## src/sv/dts_pkg.sv

```systemverilog
package dts_pkg;

   localparam int MAX_DELIMS  = 8;
   localparam int OFFSET_BITS = 16;
   localparam int QUEUE_DEPTH = 4;
   localparam int QUEUE_AW    = $clog2(QUEUE_DEPTH);

   localparam logic CSR_DELIM_BYTES = 1'b0;
   localparam logic CSR_DELIM_COUNT = 1'b1;

   typedef logic [OFFSET_BITS-1:0] off_type;

   localparam off_type OFF_MAX = {OFFSET_BITS{1'b1}};

   typedef struct packed {
      logic [7:0] text_byte;
      logic       row_last;
   } req_payload_type;

   typedef struct packed {
      logic        token_valid;
      logic [15:0] token_start;
      logic [15:0] token_length;
      logic        row_done;
      logic [31:0] row_number;
      logic        offset_overflow;
   } rsp_payload_type;

   // Classified byte as it travels from the front to the back.
   typedef struct packed {
      logic is_zero;
      logic keep;
      logic brk;
      logic row_last;
   } cls_type;

   function automatic logic [15:0] to_out16(off_type v);
      logic [OFFSET_BITS+15:0] ext;
      ext = {16'b0, v};
      return ext[15:0];
   endfunction

endpackage

```

## src/sv/dts_front.sv

```systemverilog
module dts_front import dts_pkg::*; (
   input  logic            clock,
   input  logic            reset,
   input  logic            csr_write,
   input  logic            csr_index,
   input  logic [63:0]     csr_wdata,
   input  req_payload_type req_payload,
   output cls_type         cls
);

   logic [63:0] delim_ff;
   logic [3:0]  count_ff;
   logic [3:0]  count_sat;
   logic [7:0]  b;
   logic        is_delim;
   logic        is_space;
   logic        is_alnum;
   logic        word_mode;

   always_ff @(posedge clock) begin
      if (reset) begin
         delim_ff <= '0;
         count_ff <= '0;
      end else if (csr_write) begin
         case (csr_index)
            CSR_DELIM_BYTES: delim_ff <= csr_wdata;
            CSR_DELIM_COUNT: count_ff <= csr_wdata[3:0];
            default: ;
         endcase
      end
   end

   always_comb begin
      b         = req_payload.text_byte;
      count_sat = (count_ff > 4'(MAX_DELIMS)) ? 4'(MAX_DELIMS) : count_ff;
      word_mode = (count_ff == 4'd0);
      is_space  = (b == 8'd32) || (b inside {[8'd9:8'd13]});
      is_alnum  = (b inside {[8'h30:8'h39], [8'h41:8'h5A], [8'h61:8'h7A]});
      is_delim  = 1'b0;
      for (int k = 0; k < MAX_DELIMS; k++) begin
         if ((4'(k) < count_sat) && (delim_ff[8*k +: 8] == b)) begin
            is_delim = 1'b1;
         end
      end
      // Without delimiters a token is a run of letters and digits; with them,
      // a token is broken only by a delimiter and whitespace is not kept.
      cls.is_zero  = (b == 8'd0);
      cls.keep     = word_mode ? is_alnum : (!is_delim && !is_space);
      cls.brk      = word_mode ? !is_alnum : is_delim;
      cls.row_last = req_payload.row_last;
   end

endmodule

```

## src/sv/dts_queue.sv

```systemverilog
module dts_queue import dts_pkg::*; (
   input  logic    clock,
   input  logic    reset,
   input  logic    push,
   input  cls_type push_item,
   output logic    full,
   input  logic    pop,
   output logic    not_empty,
   output cls_type pop_item
);

   cls_type             mem_ff [QUEUE_DEPTH];
   logic [QUEUE_AW-1:0] wr_ptr_ff;
   logic [QUEUE_AW-1:0] rd_ptr_ff;
   logic [QUEUE_AW:0]   fill_ff;
   logic [QUEUE_AW:0]   fill_in;

   assign full      = (fill_ff == (QUEUE_AW+1)'(QUEUE_DEPTH));
   assign not_empty = (fill_ff != '0);
   assign pop_item  = mem_ff[rd_ptr_ff];

   always_comb begin
      fill_in = fill_ff;
      if (push && !pop) begin
         fill_in = fill_ff + 1'b1;
      end else if (!push && pop) begin
         fill_in = fill_ff - 1'b1;
      end
   end

   always_ff @(posedge clock) begin
      if (reset) begin
         wr_ptr_ff <= '0;
         rd_ptr_ff <= '0;
         fill_ff   <= '0;
      end else begin
         fill_ff <= fill_in;
         if (push) begin
            wr_ptr_ff <= wr_ptr_ff + 1'b1;
         end
         if (pop) begin
            rd_ptr_ff <= rd_ptr_ff + 1'b1;
         end
      end
   end

   always_ff @(posedge clock) begin
      if (push) begin
         mem_ff[wr_ptr_ff] <= push_item;
      end
   end

endmodule

```

## src/sv/dts_back.sv

```systemverilog
module dts_back import dts_pkg::*; (
   input  logic            clock,
   input  logic            reset,
   input  logic            q_valid,
   input  cls_type         q_item,
   output logic            q_pop,
   output logic            rsp_valid,
   input  logic            rsp_stall,
   output rsp_payload_type rsp_payload
);

   logic            inside_ff, inside_in;
   off_type         start_ff, start_in;
   off_type         kept_ff, kept_in;
   off_type         pos_ff, pos_in;
   logic            ended_ff, ended_in;
   logic [31:0]     row_ff, row_in;
   logic            sat_ff, sat_in;
   logic            top_ff, top_in;
   logic            rsp_valid_ff;
   rsp_payload_type rsp_ff, rsp_in;
   logic            emit;
   logic            produce;
   off_type         off;
   logic [OFFSET_BITS:0] len_w;
   off_type         len;

   assign q_pop       = q_valid && (!rsp_valid_ff || !rsp_stall);
   assign rsp_valid   = rsp_valid_ff;
   assign rsp_payload = rsp_ff;

   always_comb begin
      inside_in = inside_ff;
      start_in  = start_ff;
      kept_in   = kept_ff;
      pos_in    = pos_ff;
      ended_in  = ended_ff;
      row_in    = row_ff;
      sat_in    = sat_ff;
      top_in    = top_ff;
      emit      = 1'b0;
      off       = pos_ff;

      if (!ended_ff) begin
         if (q_item.is_zero) begin
            ended_in = 1'b1;
            emit     = inside_ff;
         end else begin
            // Once a byte has taken the top offset, every later byte saturates.
            if (top_ff) begin
               sat_in = 1'b1;
            end
            if (pos_ff == OFF_MAX) begin
               top_in = 1'b1;
            end else begin
               pos_in = pos_ff + 1'b1;
            end
            if (inside_ff) begin
               if (q_item.brk) begin
                  emit = 1'b1;
               end else if (q_item.keep) begin
                  kept_in = off;
               end
            end else if (q_item.keep) begin
               inside_in = 1'b1;
               start_in  = off;
               kept_in   = off;
            end
         end
      end
      if (q_item.row_last && inside_in) begin
         emit = 1'b1;
      end
      produce = emit || q_item.row_last;

      len_w = {1'b0, kept_in} - {1'b0, start_in} + 1'b1;
      len   = len_w[OFFSET_BITS] ? OFF_MAX : len_w[OFFSET_BITS-1:0];

      rsp_in.token_valid     = emit;
      rsp_in.token_start     = emit ? to_out16(start_in) : 16'd0;
      rsp_in.token_length    = emit ? to_out16(len) : 16'd0;
      rsp_in.row_done        = q_item.row_last;
      rsp_in.row_number      = row_ff;
      rsp_in.offset_overflow = sat_in;

      if (emit) begin
         inside_in = 1'b0;
      end
      if (q_item.row_last) begin
         inside_in = 1'b0;
         start_in  = '0;
         kept_in   = '0;
         pos_in    = '0;
         ended_in  = 1'b0;
         sat_in    = 1'b0;
         top_in    = 1'b0;
         row_in    = row_ff + 32'd1;
      end
   end

   always_ff @(posedge clock) begin
      if (reset) begin
         inside_ff    <= 1'b0;
         start_ff     <= '0;
         kept_ff      <= '0;
         pos_ff       <= '0;
         ended_ff     <= 1'b0;
         row_ff       <= '0;
         sat_ff       <= 1'b0;
         top_ff       <= 1'b0;
         rsp_valid_ff <= 1'b0;
      end else begin
         if (q_pop) begin
            inside_ff <= inside_in;
            start_ff  <= start_in;
            kept_ff   <= kept_in;
            pos_ff    <= pos_in;
            ended_ff  <= ended_in;
            row_ff    <= row_in;
            sat_ff    <= sat_in;
            top_ff    <= top_in;
         end
         if (q_pop && produce) begin
            rsp_valid_ff <= 1'b1;
         end else if (!rsp_stall) begin
            rsp_valid_ff <= 1'b0;
         end
      end
   end

   always_ff @(posedge clock) begin
      if (q_pop && produce) begin
         rsp_ff <= rsp_in;
      end
   end

endmodule

```

## src/sv/delimiter_token_splitter.sv

```systemverilog
// A byte accepted on req is written into the queue; the back end pops it into the rsp register
// once that register is free, and beats queued ahead of it and rsp stalls delay the result.
// Throughput: one byte per cycle; req stalls only while the four-entry queue is full. Reset
// (synchronous) clears the delimiter registers, the queue, the row state and the row counter.
module delimiter_token_splitter import dts_pkg::*; (
   input  logic            clock,
   input  logic            reset,
   input  logic            req_valid,
   output logic            req_stall,
   input  req_payload_type req_payload,
   output logic            rsp_valid,
   input  logic            rsp_stall,
   output rsp_payload_type rsp_payload,
   input  logic            csr_write,
   input  logic            csr_index,
   input  logic [63:0]     csr_wdata
);

   cls_type cls;
   cls_type q_item;
   logic    q_full;
   logic    q_valid;
   logic    q_pop;
   logic    push;

   assign req_stall = q_full;
   assign push      = req_valid && !q_full;

   dts_front u_front (
      .clock       (clock),
      .reset       (reset),
      .csr_write   (csr_write),
      .csr_index   (csr_index),
      .csr_wdata   (csr_wdata),
      .req_payload (req_payload),
      .cls         (cls)
   );

   dts_queue u_queue (
      .clock     (clock),
      .reset     (reset),
      .push      (push),
      .push_item (cls),
      .full      (q_full),
      .pop       (q_pop),
      .not_empty (q_valid),
      .pop_item  (q_item)
   );

   dts_back u_back (
      .clock       (clock),
      .reset       (reset),
      .q_valid     (q_valid),
      .q_item      (q_item),
      .q_pop       (q_pop),
      .rsp_valid   (rsp_valid),
      .rsp_stall   (rsp_stall),
      .rsp_payload (rsp_payload)
   );

endmodule

```

## config.mk

```make
export PLATFORM = sky130hd
export DESIGN_NAME = delimiter_token_splitter
export DESIGN_NICKNAME = d
export VERILOG_FILES = /design/src/sv/dts_pkg.sv /design/src/sv/dts_front.sv /design/src/sv/dts_queue.sv /design/src/sv/dts_back.sv /design/src/sv/delimiter_token_splitter.sv
export SDC_FILE = /design/constraint.sdc
export NUM_CORES = 1
export LEC_CHECK = 0
export BUFFER_PORTS_ARGS = -buffer_cell sky130_fd_sc_hd__clkbuf_2
export CORE_MARGIN = 2
export CORE_UTILIZATION = 59
export CTS_CLUSTER_SIZE = 10
export DETAILED_ROUTE_END_ITERATION = 7
export PLACE_DENSITY = 0.81
export SLEW_MARGIN = 15
export SYNTH_ARGS = -nofsm -noshare
export SYNTH_HDL_FRONTEND = slang
export SYNTH_SLANG_ARGS = --single-unit
```

## constraint.sdc

```tcl
create_clock -name clock -period 6.4 [get_ports clock]
set_input_delay 1.28 -clock clock [delete_from_list [all_inputs] [get_ports clock]]
set_output_delay 1.28 -clock clock [all_outputs]
set_load 0.02 [all_outputs]
```

* Word-level counts from Yosys, hierarchy flattened
Memory sizes are Yosys's and may differ from the RTL's. A register that Yosys moved wholly into a read port is not among the register bits.
Index checks and enable logic that the tools add are counted.
** Word-level totals
- Register bits :: 227
- Memory bits (writable) :: 16
- Input port bits :: 79
- Output and inout bits :: 69
- Logic and storage cells :: 160
- Memories kept :: 1
** Memories
- u_queue.mem_ff :: depth 4, bits a word 4, rd ports 1, clocked after Yosys merged registers in 1, wr ports 1, RTL line dts_queue.sv:12 : cls_type mem_ff [QUEUE_DEPTH];
** Operators by class
- $add $sub $neg :: 8
- $lt $le $gt $ge :: 17
- Eq/ne operators :: 15
- Multiplexer cells :: 57
- Bitwise operators :: 1
- Reductions and logical operators :: 41
** Operators by type and width (count)
- 2-to-1 mux 16 bit :: 16
- equality test 8 bit :: 8
- 2-to-1 mux 1 bit :: 36
- adder 32 x 1 -> 32 bit, second input constant :: 1
- logical AND 1 bit :: 19
- adder 17 x 1 -> 17 bit, second input constant :: 1
- subtractor 16 x 16 -> 17 bit :: 1
- adder 16 x 1 -> 16 bit, second input constant :: 1
- equality test 16 bit, second input constant :: 1
- greater-or-equal comparator 8 x 7 -> 1 bit, second input constant :: 2
- less-or-equal comparator 8 x 7 -> 1 bit, second input constant :: 2
- < comparator 3 x 4 -> 1 bit, first input constant :: 4
- equality test 8 x 6 -> 1 bit, second input constant :: 1
- greater-or-equal comparator 8 x 4 -> 1 bit, second input constant :: 1
- greater-or-equal comparator 8 x 6 -> 1 bit, second input constant :: 1
- less-or-equal comparator 8 x 4 -> 1 bit, second input constant :: 1
- less-or-equal comparator 8 x 6 -> 1 bit, second input constant :: 1
- zero test 1 bit :: 8
- zero test 8 bit :: 1
- < comparator 1 x 4 -> 1 bit, first input constant :: 2
- < comparator 2 x 4 -> 1 bit, first input constant :: 2
- != test 2 x 1 -> 1 bit, second input constant :: 4
- AND reduction 4 bit :: 2
- 2-to-1 mux 3 bit :: 2
- 13 further kinds :: 21

* Logic depth before layout (Yosys ltp)
Gate-level depths: netlist (run 1).
- Depth in word-level cells :: 15
- Mapped depth :: 15
- Depth with buffers taken out :: 14

* Cells and area by module
A second synthesis (run 1) with hierarchy kept.
** Second synthesis, totals
- Cells, all modules :: 1141
- Area, all modules :: 11369.7 µm²
** By module, submodules not included
- dts_back :: instances 1, cells each 654, area each 7061.8 µm², sequential area each 3713.6 µm²
- dts_front :: instances 1, cells each 422, area each 3284.4 µm², sequential area each 1361.3 µm²
- dts_queue :: instances 1, cells each 64, area each 1009.7 µm², sequential area each 660.6 µm²
- delimiter_token_splitter :: instances 1, cells each 1, area each 13.8 µm², sequential area each 0.0 µm²

* Worst setup path before layout (run 1)
No wires, ideal clock.
- Path kind :: reg2reg
- Start point :: reg with a tool-made name
- End point :: reg u_back.rsp_ff (netlist bit u_back.rsp_payload[47]) (data pin)
- Library setup time :: 0.270 ns
- Arrival time :: 4.113 ns
- Slack :: 2.017 ns
- Cell stages (with the launch flop) :: 15
- Buffers on the path :: 1
- Clock period less this slack :: 4.383 ns
- Cells stage by stage :: dfxtp_1 -> mux4_2 -> nor4b_1 -> buf_4 -> mux2_2 -> ha_1 -> inv_1 -> ha_1 -> fa_1 -> a211o_1 -> a2111oi_0 -> o211ai_1 -> o31ai_1 -> xor2_1 -> a21oi_1
** RTL lines
- end signal: assignment :: RTL line dts_back.sv:133 : rsp_ff <= rsp_in;
- end: declaration :: RTL line dts_back.sv:21 : rsp_payload_type rsp_ff, rsp_in;

==> impl_metrics.toml, run 1 <==
[worst_setup_path]
ff2ff_path_depth = 14
r2r_end = "u_back.rsp_payload[47]"
end_kind = "register"
worstPathArrival_ns = 5.21
cp_max_fo = 18
path_buf_inv = 2
path_depth = 14
cp.required_ns = 6.66
cp_cell_sequence = "mux4_2 > nor4b_2 > buf_4 > mux2_2 > ha_1 > inv_1 > ha_1 > fa_1 > a211o_1 > a2111oi_0 > o211ai_1 > o31ai_1 > xor2_1 > a21oi_1"
critical_path_class = "reg -> reg"
startpoint_type = "register"
max_stage_delay_ns = 0.60
crit_top_cell = "ha_1"
crit_path_top_delay_cell = "mux4_2"
rrSetupSlack_ns = 1.45
critPathTopFamily = "compound AO/OA/AOI/OAI gates"

[timing]
maxSlewHeadroom_pct = 29.1
tns_ns = 0
fin_ws_ns = 1.45
rsz0062_at_grt = "no"
timing.final.crit_share_pct = 77.3
final-hold-violation-count = 0
period_minus_slack_ns = 4.95
skew_ns = 0.0114
setup_viol = 0
worst_slew_pin_slew_ns = 1.06
max_freq_ghz = 0.202
maxSlewViolCount = 0

[cts]
clk_path_buf_depth = 3
tritoncts = "yes"
clkLatencyLatePin_ns = 0.54
clk_pin_slew_ns = 0.06
cts_sinks = 245
h-tree-depth = 1
cts_buffers = 28
cts-hold-fix-buffers = 0
cts.repair.resized = 0
postCtsSetupBuffers = 0
cts-root-buf = "clkbuf_16"

[floorplan]
initial_core_util_pct = 60.3
die_w_um = 142
design.core.area_um2 = 18800
rows = 50
dieArea_um2 = 20300
die_y_um = 142
ios = 148

[global_route]
grt_pass1_wl_um = 41000
grt-ovfl-total = 0
antenna_found_initial = 0
grt_pass1_vias = 8488
grt_usage_pct = 24.9
grt_start_max_net_pins = 79

[drt]
wl_met3_um = 1230
met2_length_um = 12400
routedWlPerCell_um = 16.5
wl_met1_um = 10400
drc = 0
routed_wl_um = 24800
via_per_inst = 5.71
topRoutingLayerUsed = "met4"
ant_nets = 0
firstDrtPassIters = 5
vias = 8564
drtIter0Drc = 455

[cells_and_area]
layout_commonest_cell = "nand2_1"
area_growth_pct = 14.5
layout_common_cells = "nand2_1 (165), dfxtp_1 (162), clkbuf_2 (146), a21oi_1 (113), nor2_1 (89)"
num_antenna_cells = 0
drive_gt1_share_pct = 17.8
fin_nets = 1368

[place]
portBuffers = 147
place_congestion = 0.832
post-place-ws_ns = 1.52
hpwl_um = 16400

[run]
drv_cap = 0

[synthesis]
synthTopCellsByArea = "dfxtp_1 (29%), edfxtp_1 (22%), xor2_1 (6.0%)"
synth_cell_types = 62
ys_warn_count = 0
synth_top_area_cell = "dfxtp_1"
ys_ff_latch = 245
synthArstFlopShare_pct = 0
synth_top_area_share_pct = 28.7
synthFlopType = "dfxtp_1"
synthCells = 1132
syn_area_per_cell_um2 = 10.0
synth-edff-count = 83
synth_area_um2 = 11300
seq_area_frac_synth_pct = 50.7
synth.net_count = 1251

[power]
vdd_drop_max_mv = 0.208
p_leak_uw = 0.00508
total_power_uw = 4540
power.density_nw_per_um2 = 350

[outcome]
status = "finished clean"

[worst_hold_path]
holdCritPathClass = "reg -> reg"
min_from = "u_front.delim_ff[41]"
hold_depth = 2
min_to = "u_front.delim_ff[41]"
## power breakdown
part | internal, µW | switching, µW | total (µW)
clock | 825 | 597 | 1420
combinational | 334 | 797 | 1130
sequential | 1880 | 101 | 1990
total | 3040 | 1500 | 4540
## layout make-up
class	count	area (µm²)
Fill cell	1432	5820
Sequential cell	245	5740
Multi-Input combinational cell	794	5230
Timing Repair Buffer	153	783
Clock buffer	47	782
Tap cell	234	293
Inverter	27	101
Clock inverter	1	30.0
## sequential cells by signal (all words and copies together) (netlist names), named ones only
register and count:
u_queue.wr_ptr_ff 2, u_back.row_ff 32, u_back.rsp_payload 67, u_back.off 16, u_back.sat_ff 1, u_back.inside_ff 1, u_queue.mem_ff 16, u_back.start_ff 16
u_back.rsp_valid 1, u_back.ended_ff 1, u_queue.fill_ff 3, u_back.top_ff 1, u_front.delim_ff 64, u_back.kept_ff 16, u_queue.rd_ptr_ff 2, u_front.count_ff 4
## cells in the mapped netlist (4+ instances only)
master	number
a211o_1	4
a211oi_1	4
a21o_1	10
a21oi_1	113
a22o_1	32
a31oi_1	5
and2_1	6
and3_1	4
and4_1	9
buf_1	8
buf_2	8
clkbuf_1	46
dfxtp_1	162
edfxtp_1	83
ha_1	38
inv_1	26
mux2_2	16
mux2i_1	18
nand2_1	165
nand2b_1	4
nand3_1	24
nand4_1	11
nor2_1	92
nor3_1	9
nor3_2	8
nor4_1	14
o211ai_1	5
o21ai_0	27
or3_1	9
xnor2_1	43
xor2_1	78
## metrics by stage
step | hold WS, ns | utilization [%] | instance area [µm²] | std cells
after CTS | 0.466 | 69.0 | 12900 | 1501
after global placement | 0.451 | 64.6 | 12100 | 1453
final | 0.464 | 69.0 | 13000 | 1501
after detailed placement | 0.449 | 64.6 | 12100 | 1453
after floorplan | 0.429 | - | 11300 | 1132
after global routing | 0.480 | 69.0 | 13000 | 1501
## worst max-delay path by stage
| stage | from | to | slack [ns] |
|---|---|---|---|
| after detailed placement | register | u_back.rsp_payload[47] | 1.52 |
| after floorplan | register | u_back.rsp_payload[47] | 2.02 |
| after global routing | register | u_back.rsp_payload[47] | 1.02 |
| final | register | u_back.rsp_payload[47] | 1.45 |
| after global placement | register | u_back.rsp_payload[47] | 1.55 |
| after CTS | register | u_back.rsp_payload[47] | 1.47 |
## cell families after synthesis
family	count (synthesis)	share of synthesized area, %
AOI/OAI and AO/OA	220	11.9
xor gates and xnor gates	121	9.37
adders and majority gates	40	4.56
buffers and inverters	93	3.37
DFF	245	50.7
muxes	38	4.05
and+or+nand+nor	375	16.0
## worst min-delay path, cell delays in order, from the launching register on
cell and delay, ns:
dfxtp_1 0.31, nand2_1 0.05, a21oi_1 0.05
## metal layers
layer / up-vias / track usage [%]
li1: 4195 / -
met1: 4063 / 30.7
met2: 247 / 43.6
met3: 59 / 4.07
met4: 0 / 10.1
met5: - / 0
(Power assumes the default switching activity.)
==> run 2, diff against run 1 <==
--- a/config.mk
+++ b/config.mk
@@ -5,12 +5,13 @@
 export SDC_FILE = /design/constraint.sdc
 export NUM_CORES = 1
 export LEC_CHECK = 0
+export ABC_AREA = 1
 export BUFFER_PORTS_ARGS = -buffer_cell sky130_fd_sc_hd__clkbuf_2
 export CORE_MARGIN = 2
-export CORE_UTILIZATION = 59
+export CORE_UTILIZATION = 53
 export CTS_CLUSTER_SIZE = 10
 export DETAILED_ROUTE_END_ITERATION = 7
-export PLACE_DENSITY = 0.81
+export PLACE_DENSITY = 0.76
 export SLEW_MARGIN = 15
 export SYNTH_ARGS = -nofsm -noshare
 export SYNTH_HDL_FRONTEND = slang
==> constraint.sdc (replaced) <==
create_clock -name clock -period 4.37 [get_ports clock]
set_input_delay 0.874 -clock clock [delete_from_list [all_inputs] [get_ports clock]]
set_output_delay 0.874 -clock clock [all_outputs]
set_load 0.02 [all_outputs]
==> impl_metrics.toml, run 2 <==
[outcome]
status = "finished clean"

[synthesis]
seq_area_frac_synth_pct = 46.0
synth-edff-count = 83
synthFlopType = "dfxtp_1"
synthTopCellsByArea = "dfxtp_1 (26%), edfxtp_1 (20%), nand2_1 (10%)"
syn_area_per_cell_um2 = 7.78
synth_top_area_cell = "dfxtp_1"
synth_cell_types = 50
synth_top_area_share_pct = 26.0
synth.net_count = 1723
synth_area_um2 = 12500
yosysMostFrequentCell = "nand2_1"
synthArstFlopShare_pct = 0
ys_ff_latch = 245
ys_warn_count = 0
synthCells = 1604
synthTopCellsByCount = "nand2_1 (335), nor2_1 (217), inv_1 (168)"

[timing]
timing.final.crit_share_pct = 91.0
tns_ns = 0
worst_slew_pin_slew_ns = 0.937
period_minus_slack_ns = 3.98
whs_ns = 0.449
final-hold-violation-count = 0
skew_ns = 0.0281
max_freq_ghz = 0.252
setup_viol = 0
rsz0062_at_grt = "no"
maxSlewViolCount = 0
maxSlewHeadroom_pct = 37.5

[cts]
clkLatencyLatePin_ns = 0.55
clk_pin_slew_ns = 0.06
h-tree-depth = 1
cts-root-buf = "clkbuf_16"
cts_buffers = 29
cts_sinks = 245
tritoncts = "yes"
clk_path_buf_depth = 3

[worst_setup_path]
cp.required_ns = 4.66
cp_max_fo = 23
end_kind = "register"
critical_path_class = "reg -> reg"
startpoint_type = "register"
worstPathArrival_ns = 4.27

[drt]
routed_wl_um = 28700
via_per_inst = 5.21
drtIter0Drc = 787
vias = 10776
drc = 0
firstDrtPassIters = 5
routedWlPerCell_um = 13.9
ant_nets = 0

[power]
p_leak_uw = 0.00604
vdd_drop_max_mv = 0.678
power.density_nw_per_um2 = 919

[global_route]
grt_start_max_net_pins = 69
grt_pass1_vias = 10058
grt-ovfl-total = 0
antenna_found_initial = 0
grt_usage_pct = 23.4
grt_pass1_wl_um = 48000

[place]
place_congestion = 0.871
portBuffers = 147
hpwl_um = 20200

[cells_and_area]
fin_nets = 1852
area_growth_pct = 14.3
layout_common_cells = "nand2_1 (334), nor2_1 (216), inv_1 (166), dfxtp_1 (162), clkbuf_2 (147)"
layout_commonest_cell = "nand2_1"
largest_register_ff_count = 67
num_antenna_cells = 0
drive_gt1_share_pct = 13.8

[floorplan]
die_w_um = 157
design.core.area_um2 = 23300
ios = 148
rows = 56
dieArea_um2 = 24800
initial_core_util_pct = 53.6
die_y_um = 157

[run]
drv_cap = 0

[worst_hold_path]
holdCritPathClass = "reg -> reg"
==> run 2: cell types whose count changed after synthesis, sizes merged, moves of 32 or more <==
cell / delta
nand2: +173
inv: +149
nor2: +139
o21ai: +86
xor2: -53
nand3: +51
nand4: +43
a22o: -32
==> run 2: through the flow <==
| stage | instances | power (µW) | area, µm² | setup WS, ns | util, % |
|---|---|---|---|---|---|
| after floorplan | 1604 | 9360 | 12500 | 0.907 | - |
| after global placement | 2015 | 10700 | 13400 | 0.480 | 57.5 |
| after detailed placement | 2015 | 10800 | 13400 | 0.308 | 57.5 |
| after CTS | 2064 | 13000 | 14200 | 0.266 | 61.0 |
| after global routing | 2070 | 14200 | 14300 | 0.00522 | 61.3 |
| final | 2070 | 13100 | 14300 | 0.394 | 61.3 |
==> run 2: path summary, 6_finish.rpt <==
kind | from | endpoint | slack (ns) | depth (start not counted)
worst max-delay path | register | u_back.rsp_payload[34] | 0.39 | 20
worst min register to register | u_back.sat_ff | u_back.sat_ff | 0.45 | 2
worst max register to register | register | u_back.rsp_payload[34] | 0.39 | 20
worst min-delay path | u_back.sat_ff | u_back.sat_ff | 0.45 | 2
==> run 2: power by group <==
| part | internal (µW) | switching (µW) |
|---|---|---|
| combinational | 2550 | 5000 |
| clock | 1240 | 889 |
| sequential | 3190 | 232 |
==> run 2: cells by family after synthesis <==
logic type	synth area share (%)
AO/OA/AOI/OAI	10.5
adder cells (fa/ha/maj)	4.13
buffers and inverters	7.93
flip-flops	46.0
AND/OR/NAND/NOR	26.5
XOR/XNOR	4.99
==> run 2: final cells by class <==
type	count	area, µm²
Clock buffer	45	796
Tap cell	319	399
Timing Repair Buffer	165	871
Clock inverter	4	26.3
Multi-Input combinational cell	1116	5760
Inverter	176	663
Fill cell	2058	9010
Sequential cell	245	5740
==> run 2: critical path, stage by stage (launching register included) <==
cell and delay, ns:
dfxtp_1 0.51, inv_4 0.09, nand2_1 0.07, nand3_1 0.08
nand2_2 0.10, inv_2 0.07, nor2_8 0.22, buf_4 0.31
nand4_1 0.15, and2_1 0.20, ha_1 0.29, ha_1 0.36
a21oi_1 0.22, o21a_1 0.16, nor2_1 0.04, nor3_1 0.20
nand3_1 0.12, nand2_2 0.29, nand2_1 0.10, nand2_1 0.08
inv_1 0.04
==> run 2: routing by layer <==
layer | global-route usage [%] | part of all wire (%)
met5 | 0 | 0
met4 | 5.93 | 2.1
met3 | 2.95 | 5.3
met2 | 39.4 | 46
met1 | 32.1 | 46
==> run 2: timing repair <==
item	4_1_cts	5_1_grt
endpoints found under the setup margin	0	16
buffers inserted	0	6
hold endpoints to repair	0	0
hold buffers	0	0
resized for setup	0	1
==> run 3, diff against run 2 <==
--- a/config.mk
+++ b/config.mk
@@ -5,14 +5,15 @@
 export SDC_FILE = /design/constraint.sdc
 export NUM_CORES = 1
 export LEC_CHECK = 0
-export ABC_AREA = 1
 export BUFFER_PORTS_ARGS = -buffer_cell sky130_fd_sc_hd__clkbuf_2
 export CORE_MARGIN = 2
-export CORE_UTILIZATION = 53
+export CORE_UTILIZATION = 52
 export CTS_CLUSTER_SIZE = 10
 export DETAILED_ROUTE_END_ITERATION = 7
 export PLACE_DENSITY = 0.76
+export RECOVER_POWER = 100
 export SLEW_MARGIN = 15
 export SYNTH_ARGS = -nofsm -noshare
 export SYNTH_HDL_FRONTEND = slang
 export SYNTH_SLANG_ARGS = --single-unit
+export TNS_END_PERCENT = 30
==> impl_metrics.toml, run 3 (synthesized netlist as in run 1, its figures left out) <==
[cts]
clkLatencyLatePin_ns = 0.55
clk_path_buf_depth = 3
cts_buffers = 29
clk_pin_slew_ns = 0.06
cts_sinks = 245
cts-root-buf = "clkbuf_16"
tritoncts = "yes"
cts-hold-fix-buffers = 0
h-tree-depth = 1

[cells_and_area]
largest_register_ff_count = 67
layout_commonest_cell = "nand2_1"
fin_nets = 1395
drive_gt1_share_pct = 19.8
num_antenna_cells = 0
fin_cells = 1571
area_growth_pct = 17.9
layout_common_cells = "nand2_1 (165), dfxtp_1 (161), clkbuf_2 (145), a21oi_1 (111), nor2_1 (91)"

[floorplan]
design.core.area_um2 = 21200
dieArea_um2 = 23000
die_w_um = 152
ios = 148
die_y_um = 152
initial_core_util_pct = 53.3
rows = 53

[global_route]
grt_pass1_wl_um = 40500
grt_start_max_net_pins = 67
antenna_found_initial = 0
grt_pass1_vias = 8255
grt-ovfl-total = 0
grt_usage_pct = 21.8

[timing]
timing.final.crit_share_pct = 96.2
maxSlewHeadroom_pct = -45.8
tns_ns = 0
max_freq_ghz = 0.238
period_minus_slack_ns = 4.20
rsz0062_at_grt = "yes"
final-hold-violation-count = 0
skew_ns = 0.0200
worst_slew_pin_slew_ns = 2.19
maxSlewViolCount = 85
setup_viol = 0

[drt]
drc = 0
via_per_inst = 5.47
drtIter0Drc = 415
ant_nets = 0
routedWlPerCell_um = 15.9
firstDrtPassIters = 5
routed_wl_um = 25000
vias = 8596

[worst_setup_path]
max_stage_delay_ns = 0.55
startpoint_type = "register"
crit_path_top_delay_cell = "mux4_2"
cp.required_ns = 4.66
cp_cell_sequence = "mux4_2 > buf_6 > nor3b_4 > nand2_4 > buf_12 > mux2_2 > ha_1 > ha_1 > a211o_1 > a2111oi_4 > buf_4 > o211ai_1 > o31ai_1 > xor2_1 > a21oi_1"
worstPathArrival_ns = 4.49
end_kind = "register"
cp_max_fo = 5
crit_top_cell = "ha_1"
critical_path_class = "reg -> reg"

[worst_hold_path]
holdCritPathClass = "reg -> reg"

[place]
dp.cells = 1516
portBuffers = 147
place_congestion = 0.855
hpwl_um = 17000

[outcome]
violations = "capacitance limit, slew limit"
status = "complete, but fails checks"

[power]
p_leak_uw = 0.00523
vdd_drop_max_mv = 0.293
power.density_nw_per_um2 = 516

[run]
drv_cap = 2
==> run 3: worst max-delay path: cells and delay by family, from the launching register on <==
kind | cells | cell delay (ns)
AOI/OAI and AO/OA | 5 | 1.21
muxes | 2 | 0.81
adders and majority gates | 2 | 0.56
buffers and inverters | 3 | 0.46
and+or+nand+nor | 2 | 0.39
DFF | 1 | 0.34
xor gates and xnor gates | 1 | 0.18
==> run 3: what timing repair did <==
item                                    in CTS  in global routing
pin swaps                                    0                  9
gates cloned                                 0                  0
setup buffers                                0                  4
gates resized for setup                      3                 15
endpoints found under the setup margin      13                 16
==> run 3: final cells by class <==
cell class                 count  area, µm²
clock buffer                  49        821
clock inverter                 2       28.8
fill                        1753       7880
inverter                      27        101
multi-input combinational    794       5280
sequential                   245       5740
tap                          275        344
timing repair buffer         179       1020
==> run 3: path summary, 6_finish.rpt <==
path                            start  depth (start not counted)  slack (ns)                endpoint
hold / removal    u_front.delim_ff[6]                          2        0.47     u_front.delim_ff[6]
hold reg to reg   u_front.delim_ff[6]                          2        0.47     u_front.delim_ff[6]
setup / recovery             register                         15        0.17  u_back.rsp_payload[47]
setup reg to reg             register                         15        0.17  u_back.rsp_payload[47]
==> run 3: where the power goes <==
part / total (µW) / switching [µW] / leakage [µW] / internal (µW)
clock: 2170 / 901 / 0.000407 / 1270
sequential: 2900 / 148 / 0.00213 / 2760
combinational: 1810 / 1200 / 0.00270 / 606
==> run 3: metal layers <==
| metal | up-vias | GRT usage [%] | wire length, µm |
|---|---|---|---|
| li1 | 4253 | - | - |
| met5 | - | 0 | 0 |
| met1 | 4090 | 27.9 | 10800 |
| met2 | 212 | 37.8 | 12200 |
| met4 | 0 | 5.79 | 548 |
| met3 | 41 | 4.28 | 1390 |
==> run 3: metrics by stage <==
stage	power, µW	utilization [%]	hold slack, ns	setup slack [ns]	area, µm²
6_report	6880	62.8	0.467	0.168	13300
3_5_place_dp	4670	58.3	0.442	-0.0301	12400
5_1_grt	7220	62.8	0.481	-0.0451	13300
2_1_floorplan	4100	-	0.429	0.0371	11300
4_1_cts	6850	62.4	0.460	0.00639	13200
3_3_place_gp	4630	58.3	0.443	0.0867	12400
